**src/rtl/mlcd_pkg.sv**
```systemverilog
// ----------------------------------------------------------------------------
// mlcd_pkg
// shared types and constants of the memory lcd frame controller
// ----------------------------------------------------------------------------
`default_nettype none

package mlcd_pkg;

	// panel command bytes
	localparam logic [7:0] CMD_WRITE = 8'h01;
	localparam logic [7:0] CMD_VCOM  = 8'h02;
	localparam logic [7:0] CMD_CLEAR = 8'h04;
	localparam logic [7:0] FILL_BYTE = 8'hff;
	localparam logic [7:0] ZERO_BYTE = 8'h00;

	typedef enum logic [1:0] {
		OP_DRAW    = 2'd0,
		OP_CLEAR   = 2'd1,
		OP_REFRESH = 2'd2,
		OP_TICK    = 2'd3
	} mlcd_op_t;

	// what the datapath puts into the output buffer
	typedef enum logic [2:0] {
		PUSH_CMD_CLEAR  = 3'd0,
		PUSH_CLEAR_TAIL = 3'd1,
		PUSH_CMD_WRITE  = 3'd2,
		PUSH_LINE_NUM   = 3'd3,
		PUSH_STORE      = 3'd4,
		PUSH_LINE_END   = 3'd5,
		PUSH_FRAME_END  = 3'd6
	} mlcd_push_t;

	typedef struct packed {
		logic       accept;
		logic       draw_rd;
		logic       draw_wr;
		logic       sweep;
		logic       sweep_start;
		logic       push;
		mlcd_push_t push_sel;
		logic       vcom_toggle;
		logic       refresh_start;
		logic       refresh_stop;
		logic       byte_next;
		logic       line_next;
		logic       tick_rd;
	} mlcd_cmd_t;

	typedef struct packed {
		logic refresh_active;
		logic frame_done;
		logic byte_zero;
		logic byte_in_range;
		logic sweep_done;
	} mlcd_status_t;

endpackage : mlcd_pkg

`default_nettype wire

```
**src/rtl/mlcd_out_buf.sv**
```systemverilog
// ----------------------------------------------------------------------------
// mlcd_out_buf
// two-entry output buffer between the datapath and the master stream
// ----------------------------------------------------------------------------
`default_nettype none

module mlcd_out_buf import mlcd_pkg::*; (
	input  wire logic       clk,
	input  wire logic       arst_n,
	input  wire logic       push,
	input  wire logic [7:0] push_byte,
	input  wire logic       push_last,
	output logic            full,
	output logic            m_tvalid,
	input  wire logic       m_tready,
	output logic [7:0]      m_tdata,   // spi_byte[7:0]
	output logic            m_tlast    // transfer_last
);

	logic [8:0] entry_q [2];
	logic       wr_ptr_q;
	logic       rd_ptr_q;
	logic [1:0] count_q;
	logic       pop;

	assign full     = (count_q == 2'd2);
	assign m_tvalid = (count_q != 2'd0);
	assign pop      = m_tvalid && m_tready;
	assign m_tdata  = entry_q[rd_ptr_q][7:0];
	assign m_tlast  = entry_q[rd_ptr_q][8];

	always_ff @(posedge clk) begin
		if (push) begin
			entry_q[wr_ptr_q] <= {push_last, push_byte};
		end
	end

	always_ff @(posedge clk or negedge arst_n) begin
		if (!arst_n) begin
			wr_ptr_q <= 1'b0;
			rd_ptr_q <= 1'b0;
			count_q  <= 2'd0;
		end else begin
			if (push) begin
				wr_ptr_q <= ~wr_ptr_q;
			end
			if (pop) begin
				rd_ptr_q <= ~rd_ptr_q;
			end
			case ({push, pop})
				2'b10:   count_q <= count_q + 2'd1;
				2'b01:   count_q <= count_q - 2'd1;
				default: count_q <= count_q;
			endcase
		end
	end

endmodule : mlcd_out_buf

`default_nettype wire

```
**config.mk**
```make
export PLATFORM = sky130hd
export DESIGN_NAME = mlcd_out_buf
export DESIGN_NICKNAME = d
export VERILOG_FILES = /design/src/rtl/mlcd_pkg.sv /design/src/rtl/mlcd_out_buf.sv
export SDC_FILE = /design/constraint.sdc
export NUM_CORES = 1
export LEC_CHECK = 0
export ABC_AREA = 1
export BUFFER_PORTS_ARGS = -buffer_cell sky130_fd_sc_hd__buf_2
export CORE_ASPECT_RATIO = 1.2
export CORE_MARGIN = 8
export CORE_UTILIZATION = 49
export DETAILED_ROUTE_END_ITERATION = 16
export GPL_TIMING_DRIVEN = 0
export MAX_ROUTING_LAYER = met4
export PLACE_DENSITY = 0.75
export SYNTH_ARGS = -nofsm -noshare
export SYNTH_HDL_FRONTEND = slang
export SYNTH_SLANG_ARGS = --single-unit
```
**constraint.sdc**
```tcl
create_clock -name clk -period 1.7 [get_ports clk]
set_input_delay 0.34 -clock clk [delete_from_list [all_inputs] [get_ports clk]]
set_output_delay 0.34 -clock clk [all_outputs]
set_load 0.01 [all_outputs]
```
==> flow_metrics.env <==
export IMPL_worstPathCellList="inv_2 > nand2_1 > nand2_1 > buf_2"
export IMPL_p_per_area_mw_per_mm2=1565
export IMPL_r2r_slack_ps=330
export IMPL_cts_hold_buf=1
export IMPL_setup_viol=0
export IMPL_timing_rr_start="wr_ptr_q"
export IMPL_hold_viol_final=0
export IMPL_yosys_warnings=0
export IMPL_syn_nets=89
export IMPL_cts_clk_slew_worst_paths_ps=110
export IMPL_clock_path_buffers=2
export IMPL_post_cts_setup_buffers=0
export IMPL_cts_max_level=1
export IMPL_syn_area_per_cell_um2=11.68
export IMPL_drt_iter0_markers=7
export IMPL_routed_wl_mm=1.560
export IMPL_die_w_um=54.60
export IMPL_cp_top_family="flip-flops"
export IMPL_cts_root_buffer="clkbuf_4"
export IMPL_start_util_pct=52.71
export IMPL_peakVddDrop_uv=782.5
export IMPL_crit_path_start_kind="flop"
export IMPL_r2r_end="entry_q[0][8]"
export IMPL_port_buffers=23
export IMPL_p_total_mw=1.643
export IMPL_num_vias=588
export IMPL_worst_path_max_delay_cell="dfrtp_1"
export IMPL_holdCritStartpoint="push_byte[2]"
export IMPL_yosysUniqueCellTypes=13
export IMPL_netlist_area_um2=875.8
export IMPL_path_max_fanout=10
export IMPL_syn_to_final_growth_pct=19.86
export IMPL_globalRouteOverflowTotal=0
export IMPL_slew_viol_final=0
export IMPL_slew_headroom_pct=50.37
export IMPL_drive_above_1_share_pct=30.10
export IMPL_endpoint="m_tdata[3]"
export IMPL_cts_inserted_buffers=3
export IMPL_syn_inst=75
export IMPL_post_cts_resize_count=0
export IMPL_fp_dieH_um=62.32
export IMPL_num_rows=16
export IMPL_grt_first_pass_wirelength_mm=2.525
export IMPL_tns_ps=0
export IMPL_drc=0
export IMPL_holdPathStages=1
export IMPL_status="completed"
export IMPL_hpwl_mm=1.212
export IMPL_drt_pre_antenna_iters=3
export IMPL_fin_crit_sh_pct=86.41
export IMPL_dieArea_mm2=0.003402
export IMPL_coreArea_mm2=0.001662
export IMPL_grt_max_degree=13
export IMPL_clock_latency_ps=300
export IMPL_ant_nets=0
export IMPL_path_common_cell="nand2_1"
export IMPL_ios=24
export IMPL_rsz0062_at_grt="false"
export IMPL_worstMarginPinSlew_ps=741.7
export IMPL_power_leakage_nw=0.5034
export IMPL_max_cap_violations=0
export IMPL_endpoint_kind="output pin"
export IMPL_reg2regPathDepth=1
export IMPL_grt_use_total_pct=10.10
export IMPL_place_congestion=0.8090
export IMPL_crit_required_ps=1360
export IMPL_grt_pass1_vias=625
export IMPL_antennaDiodeCount=0
export IMPL_viasPerCell=4.860
export IMPL_drt_wirelength_per_cell_um=12.89
export IMPL_nFillCells=139
export IMPL_period_needed_ps=1469
export IMPL_slowest_delay_ps=420
export IMPL_crit_type="flop to output pin"
export IMPL_cts_tree="done"
export IMPL_fmax_mhz=680.7
export IMPL_antenna_found_initial=0
export IMPL_crit_buf_inv=2
export IMPL_ys_seq_elements=22
export IMPL_clock_sinks=22
export IMPL_cp_num_cells=4
export IMPL_hold_class="primary input to flop"
export IMPL_cp_arrival_ps=1130
export IMPL_clock_skew_ps=5.791
export IMPL_ys_seq_area_share_pct=73.14
export IMPL_nets=118
export IMPL_hold_ws_ps=221.7
export IMPL_startpoint="rd_ptr_q"
worst min-delay path by stage:
stage | endpoint | slack, ps
after floorplan | count_q[0] | 40
after global placement | count_q[0] | 150
after detailed placement | count_q[0] | 150
after CTS | entry_q[0][5] | 210
after global routing | entry_q[1][2] | 200
final | entry_q[1][2] | 220
state kept, by name (all words and copies together) (netlist names):
name and cells:
wr_ptr_q 1, entry_q 18, count_q 2, rd_ptr_q 1
kinds of logic (layout without fill, tap and decap cells):
logic type | count (synthesis) | after routing | share of synthesized area [%]
xor+xnor | 2 | 2 | 2.000
simple gates | 41 | 41 | 18.71
buf+inv | 9 | 37 | 4.714
flops | 22 | 22 | 73.14
fa+ha+maj | 1 | 1 | 1.428
Yosys cell counts:
master	instances	area share (%)
nand2_1	34	15
edfxtp_1	18	62
inv_1	6	2.6
dfrtp_1	4	11
inv_2	2	0.86
nand2_2	2	1.4
nand3_1	2	1.1
nor2_1	2	0.86
buf_6	1	1.3
ha_1	1	1.4
nand4_1	1	0.71
xnor2_1	1	1.0
xor2_1	1	1.0
cells in the final DEF, fill, tap and decap left out, types with 2 or more instances in the layout:
| cell type | instances |
|---|---|
| dfrtp_1 | 4 |
| clkbuf_4 | 3 |
| nand3_1 | 2 |
| inv_1 | 6 |
| nand2_2 | 2 |
| nand2_1 | 34 |
| nor2_1 | 2 |
| buf_2 | 23 |
| edfxtp_1 | 18 |
| inv_2 | 2 |
stage by stage:
step	instance area [µm²]	utilization, %	worst slack, ps	instances
final	1050	63.18	231.0	121
after CTS	1050	63.18	188.4	121
after floorplan	875.8	-	426.6	75
after global routing	1050	63.18	149.1	121
after global placement	1013	60.99	199.7	116
after detailed placement	1013	60.99	204.5	116
cell type report:
cell class	instances	area [µm²]	area share [%]
Multi-Input combinational cell	44	193.9	18.47
Tap cell	18	22.52	2.145
Sequential cell	22	640.6	61.02
Clock buffer	3	22.52	2.145
Clock inverter	1	3.754	0.3576
Buffer	1	11.26	1.073
Timing Repair Buffer	24	125.1	11.92
Inverter	8	30.03	2.861
routing by layer:
metal | part of all wire, % | track usage, %
met5 | 0 | -
met4 | 2.9 | 6.173
met3 | 7.0 | 3.571
met2 | 50 | 15.06
met1 | 40 | 10.85
power breakdown:
group	internal [mW]	switching [mW]
sequential	0.731	0.0613
combinational	0.235	0.389
clock	0.0854	0.141
total	1.05	0.590
No activity file was read; power rests on OpenSTA's default activity.
