### src/rtl/mlcd_pkg.sv
// ----------------------------------------------------------------------------
// mlcd_pkg
// shared types and constants of the memory lcd frame controller
// ----------------------------------------------------------------------------
`default_nettype none

package mlcd_pkg;

	// panel command bytes
	localparam logic [7:0] CMD_WRITE = 8'h01;
	localparam logic [7:0] CMD_VCOM  = 8'h02;
	localparam logic [7:0] CMD_CLEAR = 8'h04;
	localparam logic [7:0] FILL_BYTE = 8'hff;
	localparam logic [7:0] ZERO_BYTE = 8'h00;

	typedef enum logic [1:0] {
		OP_DRAW    = 2'd0,
		OP_CLEAR   = 2'd1,
		OP_REFRESH = 2'd2,
		OP_TICK    = 2'd3
	} mlcd_op_t;

	// what the datapath puts into the output buffer
	typedef enum logic [2:0] {
		PUSH_CMD_CLEAR  = 3'd0,
		PUSH_CLEAR_TAIL = 3'd1,
		PUSH_CMD_WRITE  = 3'd2,
		PUSH_LINE_NUM   = 3'd3,
		PUSH_STORE      = 3'd4,
		PUSH_LINE_END   = 3'd5,
		PUSH_FRAME_END  = 3'd6
	} mlcd_push_t;

	typedef struct packed {
		logic       accept;
		logic       draw_rd;
		logic       draw_wr;
		logic       sweep;
		logic       sweep_start;
		logic       push;
		mlcd_push_t push_sel;
		logic       vcom_toggle;
		logic       refresh_start;
		logic       refresh_stop;
		logic       byte_next;
		logic       line_next;
		logic       tick_rd;
	} mlcd_cmd_t;

	typedef struct packed {
		logic refresh_active;
		logic frame_done;
		logic byte_zero;
		logic byte_in_range;
		logic sweep_done;
	} mlcd_status_t;

endpackage : mlcd_pkg

`default_nettype wire

### src/rtl/mlcd_ctrl.sv
// ----------------------------------------------------------------------------
// mlcd_ctrl
// controller state machine: item decode, store sweep, byte stream sequencing
// ----------------------------------------------------------------------------
`default_nettype none

module mlcd_ctrl import mlcd_pkg::*; (
	input  wire logic       clk,
	input  wire logic       arst_n,
	input  wire logic       in_valid,
	input  wire logic [1:0] in_op,
	output logic            in_ready,
	input  wire logic       buf_full,
	input  wire mlcd_status_t status,
	output mlcd_cmd_t       cmd
);

	typedef enum logic [3:0] {
		ST_SWEEP,
		ST_IDLE,
		ST_DRAW_RD,
		ST_DRAW_WR,
		ST_CLR_CMD,
		ST_CLR_TAIL,
		ST_REF_CMD,
		ST_TICK,
		ST_TICK_OUT
	} state_t;

	state_t   state_q;
	state_t   state_d;
	mlcd_op_t op;

	assign op       = mlcd_op_t'(in_op);
	assign in_ready = (state_q == ST_IDLE);

	always_comb begin
		cmd      = '0;
		state_d  = state_q;
		unique case (state_q)
			ST_SWEEP: begin
				cmd.sweep = 1'b1;
				if (status.sweep_done) begin
					state_d = ST_IDLE;
				end
			end
			ST_IDLE: begin
				if (in_valid) begin
					cmd.accept = 1'b1;
					unique case (op)
						OP_DRAW:    state_d = ST_DRAW_RD;
						OP_CLEAR: begin
							cmd.refresh_stop = 1'b1;
							state_d          = ST_CLR_CMD;
						end
						OP_REFRESH: state_d = ST_REF_CMD;
						OP_TICK:    state_d = status.refresh_active ? ST_TICK : ST_IDLE;
						default:    state_d = ST_IDLE;
					endcase
				end
			end
			ST_DRAW_RD: begin
				cmd.draw_rd = 1'b1;
				state_d     = ST_DRAW_WR;
			end
			ST_DRAW_WR: begin
				cmd.draw_wr = 1'b1;
				state_d     = ST_IDLE;
			end
			ST_CLR_CMD: begin
				cmd.push_sel = PUSH_CMD_CLEAR;
				if (!buf_full) begin
					cmd.push        = 1'b1;
					cmd.vcom_toggle = 1'b1;
					state_d         = ST_CLR_TAIL;
				end
			end
			ST_CLR_TAIL: begin
				cmd.push_sel = PUSH_CLEAR_TAIL;
				if (!buf_full) begin
					cmd.push        = 1'b1;
					cmd.sweep_start = 1'b1;
					state_d         = ST_SWEEP;
				end
			end
			ST_REF_CMD: begin
				cmd.push_sel = PUSH_CMD_WRITE;
				if (!buf_full) begin
					cmd.push          = 1'b1;
					cmd.vcom_toggle   = 1'b1;
					cmd.refresh_start = 1'b1;
					state_d           = ST_IDLE;
				end
			end
			ST_TICK: begin
				if (status.frame_done) begin
					cmd.push_sel = PUSH_FRAME_END;
					if (!buf_full) begin
						cmd.push         = 1'b1;
						cmd.refresh_stop = 1'b1;
						state_d          = ST_IDLE;
					end
				end else if (status.byte_zero) begin
					cmd.push_sel = PUSH_LINE_NUM;
					if (!buf_full) begin
						cmd.push      = 1'b1;
						cmd.byte_next = 1'b1;
						state_d       = ST_IDLE;
					end
				end else if (status.byte_in_range) begin
					cmd.tick_rd = 1'b1;
					state_d     = ST_TICK_OUT;
				end else begin
					cmd.push_sel = PUSH_LINE_END;
					if (!buf_full) begin
						cmd.push      = 1'b1;
						cmd.line_next = 1'b1;
						state_d       = ST_IDLE;
					end
				end
			end
			ST_TICK_OUT: begin
				cmd.push_sel = PUSH_STORE;
				if (!buf_full) begin
					cmd.push      = 1'b1;
					cmd.byte_next = 1'b1;
					state_d       = ST_IDLE;
				end
			end
			default: state_d = ST_IDLE;
		endcase
	end

	always_ff @(posedge clk or negedge arst_n) begin
		if (!arst_n) begin
			state_q <= ST_SWEEP;
		end else begin
			state_q <= state_d;
		end
	end

endmodule : mlcd_ctrl

`default_nettype wire

### config.mk
export PLATFORM = sky130hd
export DESIGN_NAME = mlcd_ctrl
export DESIGN_NICKNAME = d
export VERILOG_FILES = /design/src/rtl/mlcd_pkg.sv /design/src/rtl/mlcd_ctrl.sv
export SDC_FILE = /design/constraint.sdc
export NUM_CORES = 1
export LEC_CHECK = 0
export BUFFER_PORTS_ARGS = -buffer_cell sky130_fd_sc_hd__buf_2
export CORE_AREA = 2 2 39 41
export CTS_CLUSTER_SIZE = 28
export DETAILED_ROUTE_END_ITERATION = 6
export DIE_AREA = 0 0 41 43
export PLACE_DENSITY = 0.74
export SLEW_MARGIN = 40
export SYNTH_ARGS = -nofsm -noshare
export SYNTH_HDL_FRONTEND = slang
export SYNTH_SLANG_ARGS = --single-unit
### constraint.sdc
create_clock -name clk -period 1.85 [get_ports clk]
set_input_delay 0.0925 -clock clk [delete_from_list [all_inputs] [get_ports clk]]
set_output_delay 0.0925 -clock clk [all_outputs]
set_load 0.02 [all_outputs]
==> flow_summary.toml <==
[run_status]
status = "complete, no violations"

[floorplan]
io_pins = 27
die-area_um2 = 1760
floorplan.initialDensity_pct = 38.5
dieHeight_um = 43
core_area_um2 = 1380
die_w_um = 41
rows = 14

[placed_design]
placed_cell_area_um2 = 698
gp_congestion = 0.766
post-dp-hpwl_mm = 1.11
portBuffers = 26

[synth]
ys.flop_type = "dfrtp_1"
ys_types = 33
synth_simple_gate_area_share_pct = 45.1
synth_xor_area_share_pct = 0
synth_fa_ha_area_share_pct = 0
syn_inst = 74
syn_nets = 85
synth_seq_area_share_pct = 18.8
synth-edff-count = 0
syn_area_um2 = 533
ys_ff_latch = 4
synth_compound_area_share_pct = 29.8
ys_async_sr_fraction_pct = 100
synth_mux_area_share_pct = 0
synth_top_family_by_area = "simple AND/OR/NAND/NOR gates"
yosysWarnings = 0
syn_avg_cell_area_um2 = 7.20

[cells_and_area]
reg.largest.list = "state_q x4"
layout_common_cells = "buf_2 (26), buf_4 (11), nor2_1 (10)"
drive_above_1_share_pct = 44.5
antenna_cells = 0
largest_register_ffs = 4
stdcell_area_um2 = 795
postLayoutCoreUtil_pct = 57.4
area_delta_synth_final_pct = 49.1
fin_nets = 123
final_common_cell = "buf_2"
regMostFlops = "state_q"

[power]
leakagePower_nw = 0.413
total_power_mw = 1.11
p_sw_share_pct = 47.8
p_per_area_nw_per_um2 = 1390
power.switching_mw = 0.529
peakVddDrop_mv = 0.579
pwr-share-comb_pct = 75.0
seq_power_share_pct = 15.2
power.internal_mw = 0.579
p_clk_share_pct = 9.8

[global_route]
grt_max_degree = 18
grt_pass1_wl_mm = 2.27
grt_overflow_total = 0
grt_pass1_vias = 536
antenna_found_initial = 0
gr-usage-all-layers_pct = 18.3

[critical_path]
r2r_end = "state_q[0]"
cp.required_ns = 1.76
reg2regPathDepth = 4
cp.arrival_ns = 1.66
ff2ff_setup_slack_ns = 0.12
worst-setup-path-type = "reg2out"
timing.rr.start = "state_q[0]"
cp-start-kind = "flip-flop"
cp_max_fo = 4
cp-end-kind = "output pin"

[detailed_routing]
dr_total_vias = 696
drtAntennaViolNets = 0
first_iter_violations = 14
via_per_inst = 5.52
routed_wl_mm = 1.59
first_pass_iters = 4
drc_errors = 0
drt-wirelength-per-cell_um = 12.6

[run]
max-cap-violations = 0

[clocking]
cts_tree = "yes"
cts.path.max_buffers = 2
htree_num_levels = 1
cts.reportedPaths.clkPinSlew_ns = 0.04
ctsRootBufferMaster = "clkbuf_4"
cts.sinks = 4
insertion_delay_ns = 0.24
numCtsBuffers = 3

[timing]
hold_violations = 0
grt_setup_unrepaired = "true"
finalClockSkew_ns = 0.00361
finalCriticalPeriod_ns = 1.75
setup_tns_ns = 0
fmax_mhz = 571
post-route-period-util_pct = 94.6
worstMarginPinSlew_ns = 0.554
drv_slew = 0
relSlewSlack_pct = 62.1
finalSetupViolations = 0

[hold_path]
hold_class = "in2async"
[routing by layer]
metal	wire length (µm)	global-route usage [%]
met5	0	0
met4	11	4.00
met3	101	3.14
met2	775	29.7
met1	704	24.3
[critical path, stage by stage, from the launching register on]
cell	delay [ns]
dfrtp_1	0.39
nand2b_2	0.23
nor4b_4	0.36
nand3b_1	0.14
o31ai_1	0.09
buf_2	0.20
[power groups by stage]
stage               sequential (mW)  combinational [mW]  clock [mW]
floorplan                     0.154               0.496           0
finish                        0.169               0.831       0.109
CTS                           0.181               0.699       0.110
global placement              0.179               0.680           0
global route                  0.174               0.893       0.119
detailed placement            0.180               0.691           0
[cell families after synthesis]
logic type / after synthesis
flops: 4
compound gates: 22
simple gates: 40
buf+inv: 8
[cells in the mapped netlist, types with 2 or more instances]
library cell	number	area (µm²)
a21oi_1	3	15.0
a31oi_1	2	12.5
and3_1	3	18.8
buf_2	3	15.0
clkbuf_1	2	7.51
dfrtp_1	4	100
inv_1	3	11.3
nand2_1	2	7.51
nand2b_1	3	18.8
nand3_1	2	10.0
nand3b_1	2	15.0
nor2_1	11	41.3
nor2b_1	5	31.3
nor3_1	4	20.0
o21ai_0	5	25.0
o31a_1	2	17.5
or3b_1	2	17.5
[worst max path at each step]
stage | start | endpoint | slack, ns | cells past startpoint
2_1_floorplan | state_q[3] | cmd[1] | 0.05 | 4
3_3_place_gp | state_q[0] | state_q[0] | 0.16 | 4
3_5_place_dp | state_q[2] | state_q[2] | 0.14 | 4
4_1_cts | state_q[1] | cmd[3] | 0.005 | 5
5_1_grt | state_q[1] | cmd[3] | 0.002 | 5
6_report | state_q[1] | cmd[3] | 0.1 | 5
[final cells by class]
class                           count  area [µm²]
Timing Repair Buffer               38         223
Sequential cell                     4         103
Fill cell                         132         589
Inverter                            3        11.3
Tap cell                           16        20.0
Multi-Input combinational cell     62         415
Clock buffer                        3        22.5
[through the flow]
step                cells  hold slack [ns]  setup slack (ns)
finish                126            0.183            0.0993
global route          126            0.200           0.00223
global placement      116           -0.104             0.158
CTS                   120            0.183           0.00513
detailed placement    116           -0.103             0.142
floorplan              74           -0.203            0.0541
[repair_timing]
item | 4_1_cts | 5_1_grt
endpoints found under the setup margin | 5 | 5
gates cloned | 0 | 0
hold buffers | 1 | 0
gates resized for setup | 1 | 5
setup buffers | 0 | 6
endpoints found under the hold margin | 4 | 0
pin swaps | 0 | 1
Note: power is estimated with default switching activity, not from simulation.
